File: src/tked_pkg.sv
`timescale 1ns / 1ps
`default_nettype none
// ----------------------------------------------------------------------------
// Terminal key escape decoder package
// Shared types and constants for the escape sequence decoder.
// ----------------------------------------------------------------------------
package tked_pkg;

	localparam int MAX_PARAM_DIGITS = 6;

	localparam logic [7:0] ESC_BYTE = 8'h1B;
	localparam logic [7:0] TILDE_BYTE = 8'h7E;
	localparam logic [7:0] SEMI_BYTE = 8'h3B;
	localparam logic [7:0] QUEST_BYTE = 8'h3F;
	localparam logic [7:0] LBRACKET_BYTE = 8'h5B;
	localparam logic [7:0] SS3_BYTE = 8'h4F;
	localparam logic [7:0] DIGIT0_BYTE = 8'h30;
	localparam logic [7:0] DIGIT9_BYTE = 8'h39;

	localparam logic [7:0] KEY_LEFT = 8'd0;
	localparam logic [7:0] KEY_RIGHT = 8'd1;
	localparam logic [7:0] KEY_UP = 8'd2;
	localparam logic [7:0] KEY_DOWN = 8'd3;
	localparam logic [7:0] KEY_DEL = 8'd4;
	localparam logic [7:0] KEY_LINE_HOME = 8'd5;
	localparam logic [7:0] KEY_END = 8'd6;
	localparam logic [7:0] KEY_PGUP = 8'd7;
	localparam logic [7:0] KEY_PGDN = 8'd8;
	localparam logic [7:0] KEY_PASTE = 8'd9;
	localparam logic [7:0] KEY_PASTE_END = 8'd10;
	localparam logic [7:0] KEY_NONE = 8'hFF;

	localparam logic [19:0] PARAM_PASTE = 20'd200;
	localparam logic [19:0] PARAM_PASTE_END = 20'd201;

	localparam logic [2:0] DIGITS_SAT = 3'd7;
	localparam logic [7:0] TICKS_SAT = 8'hFF;

	typedef enum logic [2:0] {
		PH_IDLE = 3'd0,
		PH_ESC  = 3'd1,
		PH_CSI  = 3'd2,
		PH_NUM  = 3'd3,
		PH_SKIP = 3'd4,
		PH_PRIV = 3'd5,
		PH_SS3  = 3'd6
	} phase_t;

	typedef struct packed {
		phase_t      phase;
		logic [19:0] param;
		logic [2:0]  digits;
		logic [7:0]  ticks;
	} dec_state_t;

	typedef struct packed {
		logic       valid;
		logic [7:0] key;
		logic       special;
	} dec_result_t;

endpackage
`default_nettype wire

File: src/tked_core.sv
`timescale 1ns / 1ps
`default_nettype none
// ----------------------------------------------------------------------------
// Terminal key escape decoder step logic
// Computes the next parser state and the optional key for one word.
// ----------------------------------------------------------------------------
module tked_core (
	input  tked_pkg::dec_state_t  cur,
	input  logic                  mode,
	input  logic [7:0]            data_byte,
	input  logic [7:0]            timeout,
	output tked_pkg::dec_state_t  nxt,
	output tked_pkg::dec_result_t res
);

	function automatic tked_pkg::dec_result_t key_or_esc(input logic [7:0] k);
		tked_pkg::dec_result_t r;
		r.valid = 1'b1;
		if (k == tked_pkg::KEY_NONE) begin
			r.key = tked_pkg::ESC_BYTE;
			r.special = 1'b0;
		end else begin
			r.key = k;
			r.special = 1'b1;
		end
		return r;
	endfunction

	function automatic logic [7:0] csi_final(input logic [7:0] b);
		logic [7:0] k;
		unique case (b)
			8'h41: k = tked_pkg::KEY_UP;
			8'h42: k = tked_pkg::KEY_DOWN;
			8'h43: k = tked_pkg::KEY_RIGHT;
			8'h44: k = tked_pkg::KEY_LEFT;
			8'h48: k = tked_pkg::KEY_LINE_HOME;
			8'h46: k = tked_pkg::KEY_END;
			default: k = tked_pkg::KEY_NONE;
		endcase
		return k;
	endfunction

	function automatic logic [7:0] tilde_key(input logic [19:0] p);
		logic [7:0] k;
		unique case (p)
			20'd1: k = tked_pkg::KEY_LINE_HOME;
			20'd3: k = tked_pkg::KEY_DEL;
			20'd4: k = tked_pkg::KEY_END;
			20'd5: k = tked_pkg::KEY_PGUP;
			20'd6: k = tked_pkg::KEY_PGDN;
			20'd7: k = tked_pkg::KEY_LINE_HOME;
			20'd8: k = tked_pkg::KEY_END;
			tked_pkg::PARAM_PASTE: k = tked_pkg::KEY_PASTE;
			tked_pkg::PARAM_PASTE_END: k = tked_pkg::KEY_PASTE_END;
			default: k = tked_pkg::KEY_NONE;
		endcase
		return k;
	endfunction

	logic        is_digit;
	logic [3:0]  digit_val;
	logic [7:0]  limit;
	logic [19:0] param_next;

	assign is_digit = (data_byte >= tked_pkg::DIGIT0_BYTE) &&
		(data_byte <= tked_pkg::DIGIT9_BYTE);
	assign digit_val = 4'(data_byte - tked_pkg::DIGIT0_BYTE);
	assign limit = (timeout == 8'd0) ? 8'd1 : timeout;
	assign param_next = {cur.param[16:0], 3'b000} + {cur.param[18:0], 1'b0} +
		20'(digit_val);

	always_comb begin
		nxt = cur;
		res = '0;
		if (mode) begin
			if (cur.phase != tked_pkg::PH_IDLE) begin
				if (cur.ticks != tked_pkg::TICKS_SAT) begin
					nxt.ticks = cur.ticks + 8'd1;
				end
				if (nxt.ticks >= limit) begin
					nxt.phase = tked_pkg::PH_IDLE;
					res = key_or_esc(tked_pkg::KEY_NONE);
				end
			end
		end else begin
			nxt.ticks = '0;
			unique case (cur.phase)
				tked_pkg::PH_IDLE: begin
					if (data_byte == tked_pkg::ESC_BYTE) begin
						nxt.phase = tked_pkg::PH_ESC;
					end else begin
						res.valid = 1'b1;
						res.key = data_byte;
						res.special = 1'b0;
					end
				end
				tked_pkg::PH_ESC: begin
					if (data_byte == tked_pkg::LBRACKET_BYTE) begin
						nxt.phase = tked_pkg::PH_CSI;
					end else if (data_byte == tked_pkg::SS3_BYTE) begin
						nxt.phase = tked_pkg::PH_SS3;
					end else begin
						nxt.phase = tked_pkg::PH_IDLE;
						res = key_or_esc(tked_pkg::KEY_NONE);
					end
				end
				tked_pkg::PH_CSI: begin
					if (is_digit) begin
						nxt.param = 20'(digit_val);
						nxt.digits = 3'd1;
						nxt.phase = tked_pkg::PH_NUM;
					end else if (data_byte == tked_pkg::QUEST_BYTE) begin
						nxt.phase = tked_pkg::PH_PRIV;
					end else begin
						nxt.phase = tked_pkg::PH_IDLE;
						res = key_or_esc(csi_final(data_byte));
					end
				end
				tked_pkg::PH_NUM: begin
					if (is_digit) begin
						if (cur.digits < 3'(tked_pkg::MAX_PARAM_DIGITS)) begin
							nxt.param = param_next;
						end
						if (cur.digits != tked_pkg::DIGITS_SAT) begin
							nxt.digits = cur.digits + 3'd1;
						end
					end else if (data_byte == tked_pkg::TILDE_BYTE) begin
						nxt.phase = tked_pkg::PH_IDLE;
						res = key_or_esc(tilde_key(cur.param));
					end else if (data_byte == tked_pkg::SEMI_BYTE) begin
						nxt.phase = tked_pkg::PH_SKIP;
					end else begin
						nxt.phase = tked_pkg::PH_IDLE;
						res = key_or_esc(csi_final(data_byte));
					end
				end
				tked_pkg::PH_SKIP: begin
					if (!(is_digit || data_byte == tked_pkg::SEMI_BYTE)) begin
						nxt.phase = tked_pkg::PH_IDLE;
						res = key_or_esc(csi_final(data_byte));
					end
				end
				tked_pkg::PH_PRIV: begin
					if (!(is_digit || data_byte == tked_pkg::SEMI_BYTE ||
						data_byte == tked_pkg::QUEST_BYTE)) begin
						nxt.phase = tked_pkg::PH_IDLE;
						res = key_or_esc(tked_pkg::KEY_NONE);
					end
				end
				tked_pkg::PH_SS3: begin
					nxt.phase = tked_pkg::PH_IDLE;
					if (data_byte == 8'h48) begin
						res = key_or_esc(tked_pkg::KEY_LINE_HOME);
					end else if (data_byte == 8'h46) begin
						res = key_or_esc(tked_pkg::KEY_END);
					end else begin
						res = key_or_esc(tked_pkg::KEY_NONE);
					end
				end
				default: begin
					nxt.phase = tked_pkg::PH_IDLE;
					res.valid = 1'b1;
					res.key = data_byte;
					res.special = 1'b0;
				end
			endcase
		end
	end

endmodule
`default_nettype wire

File: src/terminal_key_escape_decoder_unit.sv
// The decoder takes one word per cycle while results are taken and gives its
// key, if any, after acceptance through the input register and then the result
// register. The whole parser step for a word is a single pass of logic
// between those two registers, so a new word can follow in every cycle as
// long as results are taken. The timeout register is always ready.
`timescale 1ns / 1ps
`default_nettype none
// ----------------------------------------------------------------------------
// Terminal key escape decoder
// Turns terminal bytes and timer ticks into plain bytes and special keys.
// ----------------------------------------------------------------------------
module terminal_key_escape_decoder_unit (
	input  logic       clk,
	input  logic       arst_n,
	input  logic       in_valid,
	output logic       in_ready,
	input  logic       mode,
	input  logic [7:0] data_byte,
	output logic       out_valid,
	input  logic       out_ready,
	output logic [7:0] key_value,
	output logic       is_special,
	input  logic       cfg_valid,
	output logic       cfg_ready,
	input  logic [7:0] cfg_data
);

	tked_pkg::dec_state_t  state_q;
	tked_pkg::dec_state_t  state_nxt;
	tked_pkg::dec_result_t res;

	logic       valid_s1;
	logic       mode_s1;
	logic [7:0] byte_s1;
	logic [7:0] timeout_q;
	logic       out_valid_q;
	logic [7:0] key_q;
	logic       special_q;
	logic       advance;

	assign cfg_ready = 1'b1;
	assign advance = valid_s1 && (!out_valid_q || out_ready);
	assign in_ready = !valid_s1 || advance;

	tked_core u_core (
		.cur       (state_q),
		.mode      (mode_s1),
		.data_byte (byte_s1),
		.timeout   (timeout_q),
		.nxt       (state_nxt),
		.res       (res)
	);

	always_ff @(posedge clk or negedge arst_n) begin
		if (!arst_n) begin
			timeout_q <= 8'd1;
		end else if (cfg_valid && cfg_ready) begin
			timeout_q <= cfg_data;
		end
	end

	always_ff @(posedge clk or negedge arst_n) begin
		if (!arst_n) begin
			valid_s1 <= 1'b0;
		end else if (in_ready) begin
			valid_s1 <= in_valid;
		end
	end

	always_ff @(posedge clk) begin
		if (in_valid && in_ready) begin
			mode_s1 <= mode;
			byte_s1 <= data_byte;
		end
	end

	always_ff @(posedge clk or negedge arst_n) begin
		if (!arst_n) begin
			state_q <= '{phase: tked_pkg::PH_IDLE, param: '0, digits: '0, ticks: '0};
		end else if (advance) begin
			state_q <= state_nxt;
		end
	end

	always_ff @(posedge clk or negedge arst_n) begin
		if (!arst_n) begin
			out_valid_q <= 1'b0;
		end else if (advance && res.valid) begin
			out_valid_q <= 1'b1;
		end else if (out_ready) begin
			out_valid_q <= 1'b0;
		end
	end

	always_ff @(posedge clk) begin
		if (advance && res.valid) begin
			key_q <= res.key;
			special_q <= res.special;
		end
	end

	assign out_valid = out_valid_q;
	assign key_value = key_q;
	assign is_special = special_q;

endmodule
`default_nettype wire
File: config.mk
export PLATFORM = sky130hd
export DESIGN_NAME = terminal_key_escape_decoder_unit
export DESIGN_NICKNAME = d
export VERILOG_FILES = /design/src/tked_pkg.sv /design/src/tked_core.sv /design/src/terminal_key_escape_decoder_unit.sv
export SDC_FILE = /design/constraint.sdc
export NUM_CORES = 1
export LEC_CHECK = 0
export ABC_AREA = 1
export ABC_CLOCK_PERIOD_IN_PS = 3100
export BUFFER_PORTS_ARGS = -buffer_cell sky130_fd_sc_hd__buf_2
export CORE_ASPECT_RATIO = 2
export CORE_MARGIN = 5
export CORE_UTILIZATION = 44
export CTS_CLUSTER_DIAMETER = 60
export DETAILED_ROUTE_END_ITERATION = 12
export GPL_ROUTABILITY_DRIVEN = 0
export GPL_TIMING_DRIVEN = 0
export HOLD_SLACK_MARGIN = 0.05
export PLACE_DENSITY_LB_ADDON = 0.12
export SLEW_MARGIN = 30
export SYNTH_ARGS = -nofsm -noshare
export SYNTH_HDL_FRONTEND = slang
export SYNTH_HIERARCHICAL = 1
export SYNTH_SLANG_ARGS = --single-unit
File: constraint.sdc
create_clock -name clk -period 3.1 [get_ports clk]
set_clock_uncertainty 0.15 [all_clocks]
set_input_delay 0.465 -clock clk [delete_from_list [all_inputs] [get_ports clk]]
set_output_delay 0.465 -clock clk [all_outputs]
set_load 0.02 [all_outputs]
==> results of run 1 <==
## power breakdown
part	total (W)	switching, W	internal (W)
Clock	0.00101	0.000371	0.000638
Sequential	0.000964	0.0000597	0.000905
Combinational	0.000597	0.000387	0.000210
## final cells by class
| class | instances | share of cell area (%) |
|---|---|---|
| multi-input combinational | 632 | 54.8 |
| sequential | 62 | 25.1 |
| inverter | 108 | 6.36 |
| timing repair buffer | 49 | 4.64 |
| clock buffer | 11 | 3.69 |
| tap | 150 | 2.86 |
| buffer | 19 | 1.73 |
| clock inverter | 5 | 0.761 |
## synthesized netlist by cell type (2+ instances only)
cell type    n  share of area (%)
xor2_1       9                1.4
o21ai_0     45                4.0
nor4_1       5               0.56
o22ai_1      4               0.45
clkinv_1     2               0.13
nand2_4      4               0.80
fa_1         2               0.72
nor2_2       3               0.34
xnor2_1      2               0.31
a21boi_0     3               0.40
o31ai_1      2               0.27
o21a_1       2               0.27
a21o_1       2               0.27
inv_1       91                6.1
ha_1        44                9.8
dfrtp_1     43                 19
nor2_8       2               0.72
clkbuf_1     6               0.40
nor3_1       8               0.72
edfxtp_1    18                9.7
nand2_2      3               0.34
buf_6        3               0.60
buf_4        3               0.40
o21bai_1     9                1.2
a21oi_2      4               0.63
nor2_4       3               0.60
nor2_1      63                4.2
nand4_1     11                1.2
nand2_1    254                 17
o211ai_1     8                1.1
buf_2        7               0.63
nand3b_1     3               0.40
inv_2       13               0.87
nand3_1     75                6.7
a21oi_1     39                3.5
o21ai_1     10               0.89
## stage by stage
step / instance area [µm²] / hold WS [ns] / power (W)
after detailed placement: 5960 / 0.313 / 0.00148
after CTS: 6380 / 0.146 / 0.00253
after floorplan: 5610 / 0.0194 / 0.00131
final: 6570 / 0.152 / 0.00257
after global routing: 6570 / 0.153 / 0.00270
after global placement: 5950 / 0.308 / 0.00147
## worst max-delay path: stages (launching register included)
cell      delay [ns]
edfxtp_1        0.47
inv_4           0.15
fa_2            0.48
fa_2            0.41
nand3b_1        0.18
nand2_2         0.13
a21oi_4         0.09
o21bai_1        0.22
or2_2           0.15
nand3_1         0.13
nand2_1         0.09
nand2_1         0.04
nand2_1         0.07
nand3_1         0.07
nand2_1         0.08
## per-layer routing
layer	global-route usage (%)	routed length, µm	vias to the layer above
met5	0	0	-
met1	21.2	5790	2627
met4	16.8	1280	0
met3	3.06	696	79
li1	-	-	2823
met2	45.0	9750	197
## registers in the layout (all words and copies together), names as in the netlist
name        cells
out_valid       1
valid_s1        1
byte_s1         8
timeout_q       8
state_q        34
mode_s1         1
key_value       8
is_special      1
## cell families (layout without fill, tap and decap cells)
group | after synthesis | after routing | synth area share (%)
XOR/XNOR | 11 | 11 | 1.72
flip-flops | 62 | 62 | 29.3
AO/OA/AOI/OAI | 132 | 132 | 13.6
other | 1 | 1 | 0.0670
AND/OR/NAND/NOR | 441 | 442 | 35.2
adder cells (fa/ha/maj) | 46 | 46 | 10.5
buffers and inverters | 127 | 192 | 9.45
## worst min-delay path by stage
stage	startpoint	to	slack [ns]
5_1_grt	data_byte[1]	byte_s1[1]	0.15
3_3_place_gp	state_q[5]	state_q[5]	0.31
6_report	data_byte[6]	byte_s1[6]	0.15
3_5_place_dp	timeout_q[0]	timeout_q[0]	0.31
4_1_cts	data_byte[6]	byte_s1[6]	0.15
2_1_floorplan	arst_n	out_valid	0.02
## repair_timing
item	4_1_cts	5_1_grt
setup buffers	7	9
endpoints found under the setup margin	23	24
hold buffers	1	0
cloned	1	0
resized for setup	11	35
endpoints found under the hold margin	43	0
pin swaps	5	16
==> impl_results.md, run 1 <==
- Outcome: finished clean
- H-tree Lvls: 3
- Layout area overhead: 17.4%
- Lkg Pwr: 3.42 nW
- Post-synthesis cell count: 820
- Post-Place Setup Slack: -0.734 ns
- First-pass GRT wire length: 28,100 µm
- Grt total ovfl: 0
- Initial antenna violation count: 0
- Depth of the most critical reg-to-reg path: 14
- Clock Tree Buf Depth: 2
- Worst setup SP type: flop
- Cell variety after synth: 51
- Setup crit start: byte_s1[3]
- Syn Nets: 888
- Sequential area share after synthesis: 29.3%
- Worst Hold Class: in2reg
- WHS Path Cells: 1
- Clk slew on worst S/H paths: 0.06 ns
- Core ar.: 12,600 µm²
- Crit path to: state_q[23]
- Final Hold Viols: 0
- Initial Util: 44.6%
- Final period util: 96.6%
- Residual DRC count: 0
- Antenna cells: 0
- Tot GR Track Use: 23.1%
- Worst Path Arrival: 3.11 ns
- Relative slew slack: 51.9%
- Yosys warning count: 6
- # rows: 58
- Crit Path Class: reg2reg
- Leading cell type in the layout, fill and taps excluded: nand2_1
- Commonest cells after routing, fill and taps aside: nand2_1 (247), inv_1 (88), nand3_1 (74), nor2_1 (61), o21ai_0 (42)
- CTS tree: built
- Max Transition Viols Final: 0
- Post-synth ARST share: 71.0%
- Vias in the first global route: 5,829
- Slew @ Worst Pin: 0.722 ns
- Mean Syn Cell Area: 6.83 µm²
- Layout cells sized above 1: 17.4%
- Vias per std cell: 5.53
- Post-Layout Cell Count: 1,036
- Input/output buffers: 32
- RR Endpoint: state_q[23]
- TritonRoute pass-1 iters: 5
- VDD IR-drop max: 0.000372 V
- Max-cap violations: 0
- WL/cell: 16.9 µm
- Die Width: 89.8 µm
- RR Startpoint: byte_s1[3]
- Final setup fails: 0
- Fin worst setup slack: 0.106 ns
- Prevailing post-synth register cell: dfrtp_1
- Final Core Density: 52.4%
- Worst-path fanout max: 5
- Reg area: 1650 µm²
- Synth Register Bits: 62
- Critical path capture point type: flop
- Die ar.: 15,200 µm²
- FF-to-FF setup slack: 0.11 ns
- WP data required: 3.22 ns
- Clock Sinks: 62
- Number of instances in the placed design: 1,002
- Setup TNS: 0 ns
- Number of I/O pins: 34
- Die Span Y: 170 µm
- Pwr Density: 391 nW/µm²
- Post-synth EDFFs: 18
- Area of the multi-input gates: 3600 µm²
- Cts bufs inserted: 9
- Worst-Skew Late Latency: 0.33 ns
- Final ANT Viol Nets: 0
- Post-layout min period: 2.99 ns
- Detailed placer's ending HPWL: 13,600 µm
- Final #Nets: 949
- DR vias: 5,726
- Largest net degree at the start of global routing: 45
- Starting DRT DRC Count: 242
- Fillcell total: 1,299
- Mapped cell area: 5600 µm²
- DRT Wirelength: 17,500 µm
- Clk root buf: clkbuf_16
- Fmax: 334 MHz
(Power assumes the default switching activity.)
==> run 2, diff against run 1 <==
--- a/config.mk
+++ b/config.mk
@@ -17,6 +17,7 @@
 export GPL_TIMING_DRIVEN = 0
 export HOLD_SLACK_MARGIN = 0.05
 export PLACE_DENSITY_LB_ADDON = 0.12
+export RECOVER_POWER = 50
 export SLEW_MARGIN = 30
 export SYNTH_ARGS = -nofsm -noshare
 export SYNTH_HDL_FRONTEND = slang
==> run 2 against run 1 <==
Effect of this change:
- core utilization decreased by 0.12 points
- design area decreased by 0.23%
- combinational power is essentially flat
- flip-flop and latch count did not move
- clock-buffer cell count unchanged
- register-to-register slack barely moved
- total power barely moved
- fmax shrank 0.13%
- global-route usage did not move
==> impl_results.md, run 2 (same netlist as run 1, synthesis figures left out) <==
- WP data required: 3.22 ns
- Critical path capture point type: flop
- Crit path buf inv count: 1
- Setup TNS: 0 ns
- Relative slew slack: 21.1%
- FF-to-FF setup slack: 0.10 ns
- Worst Hold Class: in2reg
- Setup crit start: byte_s1[3]
- Final Hold Viols: 0
- DR vias: 5,755
- Largest net degree at the start of global routing: 45
- Reg area: 1650 µm²
- WL/cell: 17.0 µm
- # rows: 58
- Die Width: 89.8 µm
- CP top delay family: simple AND/OR/NAND/NOR gates
- Die ar.: 15,200 µm²
- Antenna cells: 0
- RR Startpoint: byte_s1[3]
- DR WL met2: 9760 µm
- Outcome: finished clean
- Leading cell type in the layout, fill and taps excluded: nand2_1
- Fillcell total: 1,306
- Routed length on met3: 637 µm
- Grt total ovfl: 0
- Initial antenna violation count: 0
- Depth of the most critical reg-to-reg path: 14
- Worst-Skew Late Latency: 0.34 ns
- Worst path depth: 14
- Worst path max stage delay: 0.48 ns
- WL met1: 5930 µm
- Lkg Pwr: 3.39 nW
- Clk slew on worst S/H paths: 0.06 ns
- Critical-path cell list: inv_4 -> fa_2 -> fa_2 -> nand3b_1 -> nand2_2 -> a21oi_4 -> o21bai_1 -> or2_2 -> nand3_1 -> nand2_1 -> nand2_1 -> nand2_1 -> nand3_1 -> nand2_1
- Max Transition Viols Final: 0
- CP most frequent cell: nand2_1
- Tot GR Track Use: 23.1%
- Area of the multi-input gates: 3600 µm²
- Residual DRC count: 0
- Vias per std cell: 5.56
- Layout area overhead: 17.1%
- Post-layout min period: 3.00 ns
- Final period util: 96.7%
- TritonRoute pass-1 iters: 5
- Top Layer Used: met4
- Max reg flops: 34
- Worst Path Arrival: 3.12 ns
- Number of I/O pins: 34
- Input/output buffers: 32
- Largest Register: state_q
- Layout cells sized above 1: 16.5%
- H-tree Lvls: 3
- Commonest cells after routing, fill and taps aside: nand2_1 (247), inv_1 (88), nand3_1 (74), nor2_1 (61), o21ai_0 (42)
- Clock Tree Buf Depth: 2
- Critical path's slowest cell: edfxtp_1
- Die Span Y: 170 µm
- Final ANT Viol Nets: 0
- Crit Path Class: reg2reg
- Pwr Density: 392 nW/µm²
- Cts bufs inserted: 9
- Core ar.: 12,600 µm²
- Fmax: 334 MHz
- CTS tree: built
- Slew @ Worst Pin: 1.18 ns
- Max-cap violations: 0
- Vias in the first global route: 5,829
- Initial Util: 44.6%
- Final setup fails: 0
- Fin worst setup slack: 0.102 ns
- Post-Place Setup Slack: -0.734 ns
- Worst setup SP type: flop
- Clk root buf: clkbuf_16
- HP Start: data_byte[6]
- First-pass GRT wire length: 28,100 µm
- Worst-path fanout max: 5
- DRT Wirelength: 17,600 µm
- WHS Path Cells: 1
- Clock Sinks: 62
- Starting DRT DRC Count: 245
- Final #Nets: 949
- Detailed placer's ending HPWL: 13,600 µm
- VDD IR-drop max: 0.000373 V
-- run 2: final cells by class --
| class | instances | share of cell area [%] |
|---|---|---|
| repair buffers | 49 | 4.50 |
| flip-flops and latches | 62 | 25.2 |
| multi-input cells | 632 | 55.0 |
| inverters | 108 | 6.37 |
| well taps | 150 | 2.86 |
| clock buffers | 11 | 3.70 |
| plain buffers | 19 | 1.66 |
| clock inverters | 5 | 0.763 |
-- run 2: worst paths after layout --
path                                     end
worst max-delay path             state_q[23]
worst min-delay path              byte_s1[6]
worst max register to register   state_q[23]
worst min register to register  timeout_q[0]
max in group asynchronous         state_q[1]
min in group asynchronous        state_q[32]
-- run 2: where the power goes --
group	internal (W)	leakage [nW]	switching [W]
clock	0.000638	0.149	0.000372
combinational	0.000207	2.49	0.000387
sequential	0.000905	0.757	0.0000601
-- run 2: metrics by stage --
step	area (µm²)	total power (W)	hold WS (ns)	utilization, %	std cells
after CTS	6380	0.00253	0.146	50.8	1027
after global routing	6560	0.00269	0.153	52.2	1036
after detailed placement	5960	0.00148	0.313	47.4	1002
after global placement	5950	0.00147	0.308	47.4	1002
final	6560	0.00257	0.151	52.2	1036
after floorplan	5610	0.00131	0.0194	-	820
-- run 2: worst reg2reg max path, delay by kind of cell, from the launching register on --
| family | cells | cell delay, ns |
|---|---|---|
| flops | 1 | 0.48 |
| buf+inv | 1 | 0.15 |
| compound gates | 2 | 0.31 |
| fa+ha+maj | 2 | 0.89 |
| simple gates | 9 | 0.95 |
-- run 2: repair_timing --
action                                  4_1_cts  5_1_grt
hold buffers                                  1        0
gates cloned                                  1        0
endpoints found under the setup margin       23       24
hold endpoints to repair                     43        0
buffers inserted                              7        9
gates resized for setup                      11       35
pin swaps                                     5       16
-- run 2: per-layer routing --
metal	global-route usage (%)	vias to the layer above
met4	16.8	0
met2	45.0	196
li1	-	2823
met3	3.06	76
met5	0	-
met1	21.2	2660
==> run 3, diff against run 2 <==
==> constraint.sdc (replaced) <==
create_clock -name clk -period 3.1 [get_ports clk]
set_clock_uncertainty 0.15 [all_clocks]
set_input_delay 0.465 -clock clk [delete_from_list [all_inputs] [get_ports clk]]
set_output_delay 0.465 -clock clk [all_outputs]
set_load 0.1 [all_outputs]
==> run 3 against run 2 <==
Effect of this change:
- wire length down 0.26%
- critical path type unchanged
- largest power group unchanged
- core utilization is essentially flat
- die area unchanged
- fmax rose by 0.13%
- global-route usage stayed put
- design area barely moved
- non-clock buffer count did not move
- worst setup slack gained 0.0039 ns
==> impl_results.md, run 3 (same netlist as run 1, synthesis figures left out) <==
- Initial Util: 44.6%
- Clock Sinks: 62
- Leading cell type in the layout, fill and taps excluded: nand2_1
- Commonest cells after routing, fill and taps aside: nand2_1 (247), inv_1 (88), nand3_1 (74), nor2_1 (61), o21ai_0 (42)
- Critical path capture point type: flop
- Clock power share: 38.3%
- Relative slew slack: 21.3%
- Cts bufs inserted: 9
- Input/output buffers: 32
- Initial antenna violation count: 0
- M2 GR Usage: 45.0%
- Post-layout min period: 2.99 ns
- Final ANT Viol Nets: 0
- DRT Wirelength: 17,500 µm
- RR Startpoint: byte_s1[3]
- WL/cell: 16.9 µm
- Largest net degree at the start of global routing: 45
- Vias in the first global route: 5,829
- Met1 Resource Use GR: 21.2%
- # rows: 58
- Final Hold Viols: 0
- Max Transition Viols Final: 0
- Die ar.: 15,200 µm²
- Crit Path Class: reg2reg
- Worst-Skew Late Latency: 0.33 ns
- Core ar.: 12,600 µm²
- TritonRoute pass-1 iters: 5
- Fillcell total: 1,303
- Final setup fails: 0
- Fmax: 334 MHz
- Layout cells sized above 1: 17.0%
- Pwr Density: 401 nW/µm²
- Final hold slack: 0.152 ns
- Clk slew on worst S/H paths: 0.06 ns
- H-tree Lvls: 3
- Post-Layout Cell Count: 1,036
- Die Width: 89.8 µm
- CTS tree: built
- Reg area: 1650 µm²
- P_int: 0.00175 W
- Detailed placer's ending HPWL: 13,600 µm
- Max reg flops: 34
- Die Span Y: 170 µm
- Slew @ Worst Pin: 1.18 ns
- Worst setup SP type: flop
- Reg power frac: 36.6%
- Grt total ovfl: 0
- VDD IR-drop max: 0.000372 V
- Worst Hold Class: in2reg
- DR vias: 5,731
- Antenna cells: 0
- Starting DRT DRC Count: 243
- Number of I/O pins: 34
- HP Start: data_byte[6]
- First-pass GRT wire length: 28,100 µm
- Max-cap violations: 0
- GR Layer Usage met3: 3.06%
- Sw Share: 33.5%
- Final period util: 96.6%
- WP data required: 3.22 ns
- Largest Register: state_q
- Clk root buf: clkbuf_16
- Area of the multi-input gates: 3600 µm²
- Outcome: finished clean
- Layout area overhead: 17.3%
- Worst Path Arrival: 3.11 ns
- Setup crit start: byte_s1[3]
- Number of instances in the placed design: 1,002
- Final #Nets: 949
- Clock Tree Buf Depth: 2
- Switching Power: 0.000882 W
- Worst-path fanout max: 5
- Combinational power share: 25.0%
- Grt peak-use layer: met2
- Residual DRC count: 0
- Vias per std cell: 5.53
- Final Core Density: 52.3%
- FF-to-FF setup slack: 0.11 ns
- Tot GR Track Use: 23.1%
- Lkg Pwr: 3.41 nW
-- run 3: cell count changes in the layout (fill, tap and decap cells not counted) --
cell      delta
buf_2        +5
clkbuf_1     -5
-- run 3: worst paths after layout --
path | to | cells past startpoint
max | state_q[23] | 14
min | byte_s1[6] | 1
max reg2reg | state_q[23] | 14
min reg2reg | timeout_q[0] | 2
max in group asynchronous | state_q[1] | 2
min in group asynchronous | state_q[32] | 2
-- run 3: metrics by stage --
step	total power, W	instance area (µm²)	worst slack (ns)	TNS (ns)
6_report	0.00263	6560	0.106	0
2_1_floorplan	0.00138	5610	0.0765	0
4_1_cts	0.00260	6380	-0.00411	-0.00411
3_3_place_gp	0.00153	5950	-0.676	-8.92
5_1_grt	0.00276	6560	-0.0342	-0.122
3_5_place_dp	0.00154	5960	-0.734	-9.78
-- run 3: cell type report --
type	instances	area share [%]
buffer	19	1.66
clock buffer	11	3.70
clock inverter	5	0.762
inverter	108	6.37
multi-input combinational	632	54.9
sequential	62	25.1
tap	150	2.86
timing repair buffer	49	4.59
-- run 3: critical path, cell delays in order (launching register included) --
cell	delay, ns
edfxtp_1	0.47
inv_4	0.15
fa_2	0.48
fa_2	0.41
nand3b_1	0.18
nand2_2	0.13
a21oi_4	0.09
o21bai_1	0.22
or2_2	0.15
nand3_1	0.13
nand2_1	0.09
nand2_1	0.05
nand2_1	0.07
nand3_1	0.07
nand2_1	0.08
-- run 3: power groups by stage --
stage                     logic [W]  registers [W]  clock network [W]
after floorplan            0.000352        0.00103                  0
after global placement     0.000561       0.000968                  0
after detailed placement   0.000571       0.000969                  0
after CTS                  0.000609       0.000958            0.00103
after global routing       0.000718       0.000972            0.00107
final                      0.000659       0.000964            0.00101
-- run 3: routing by layer --
layer / routed length (µm) / up-vias
li1: - / 2822
met1: 5800 / 2628
met2: 9740 / 201
met3: 696 / 80
met4: 1300 / 0
met5: 0 / -
-- run 3: timing repair --
item,in CTS,in global routing
hold buffers,1,0
gates cloned,1,0
endpoints found under the hold margin,43,0
pin swaps,5,16
buffers inserted,7,9
resized for setup,11,35
setup endpoints to repair,23,24
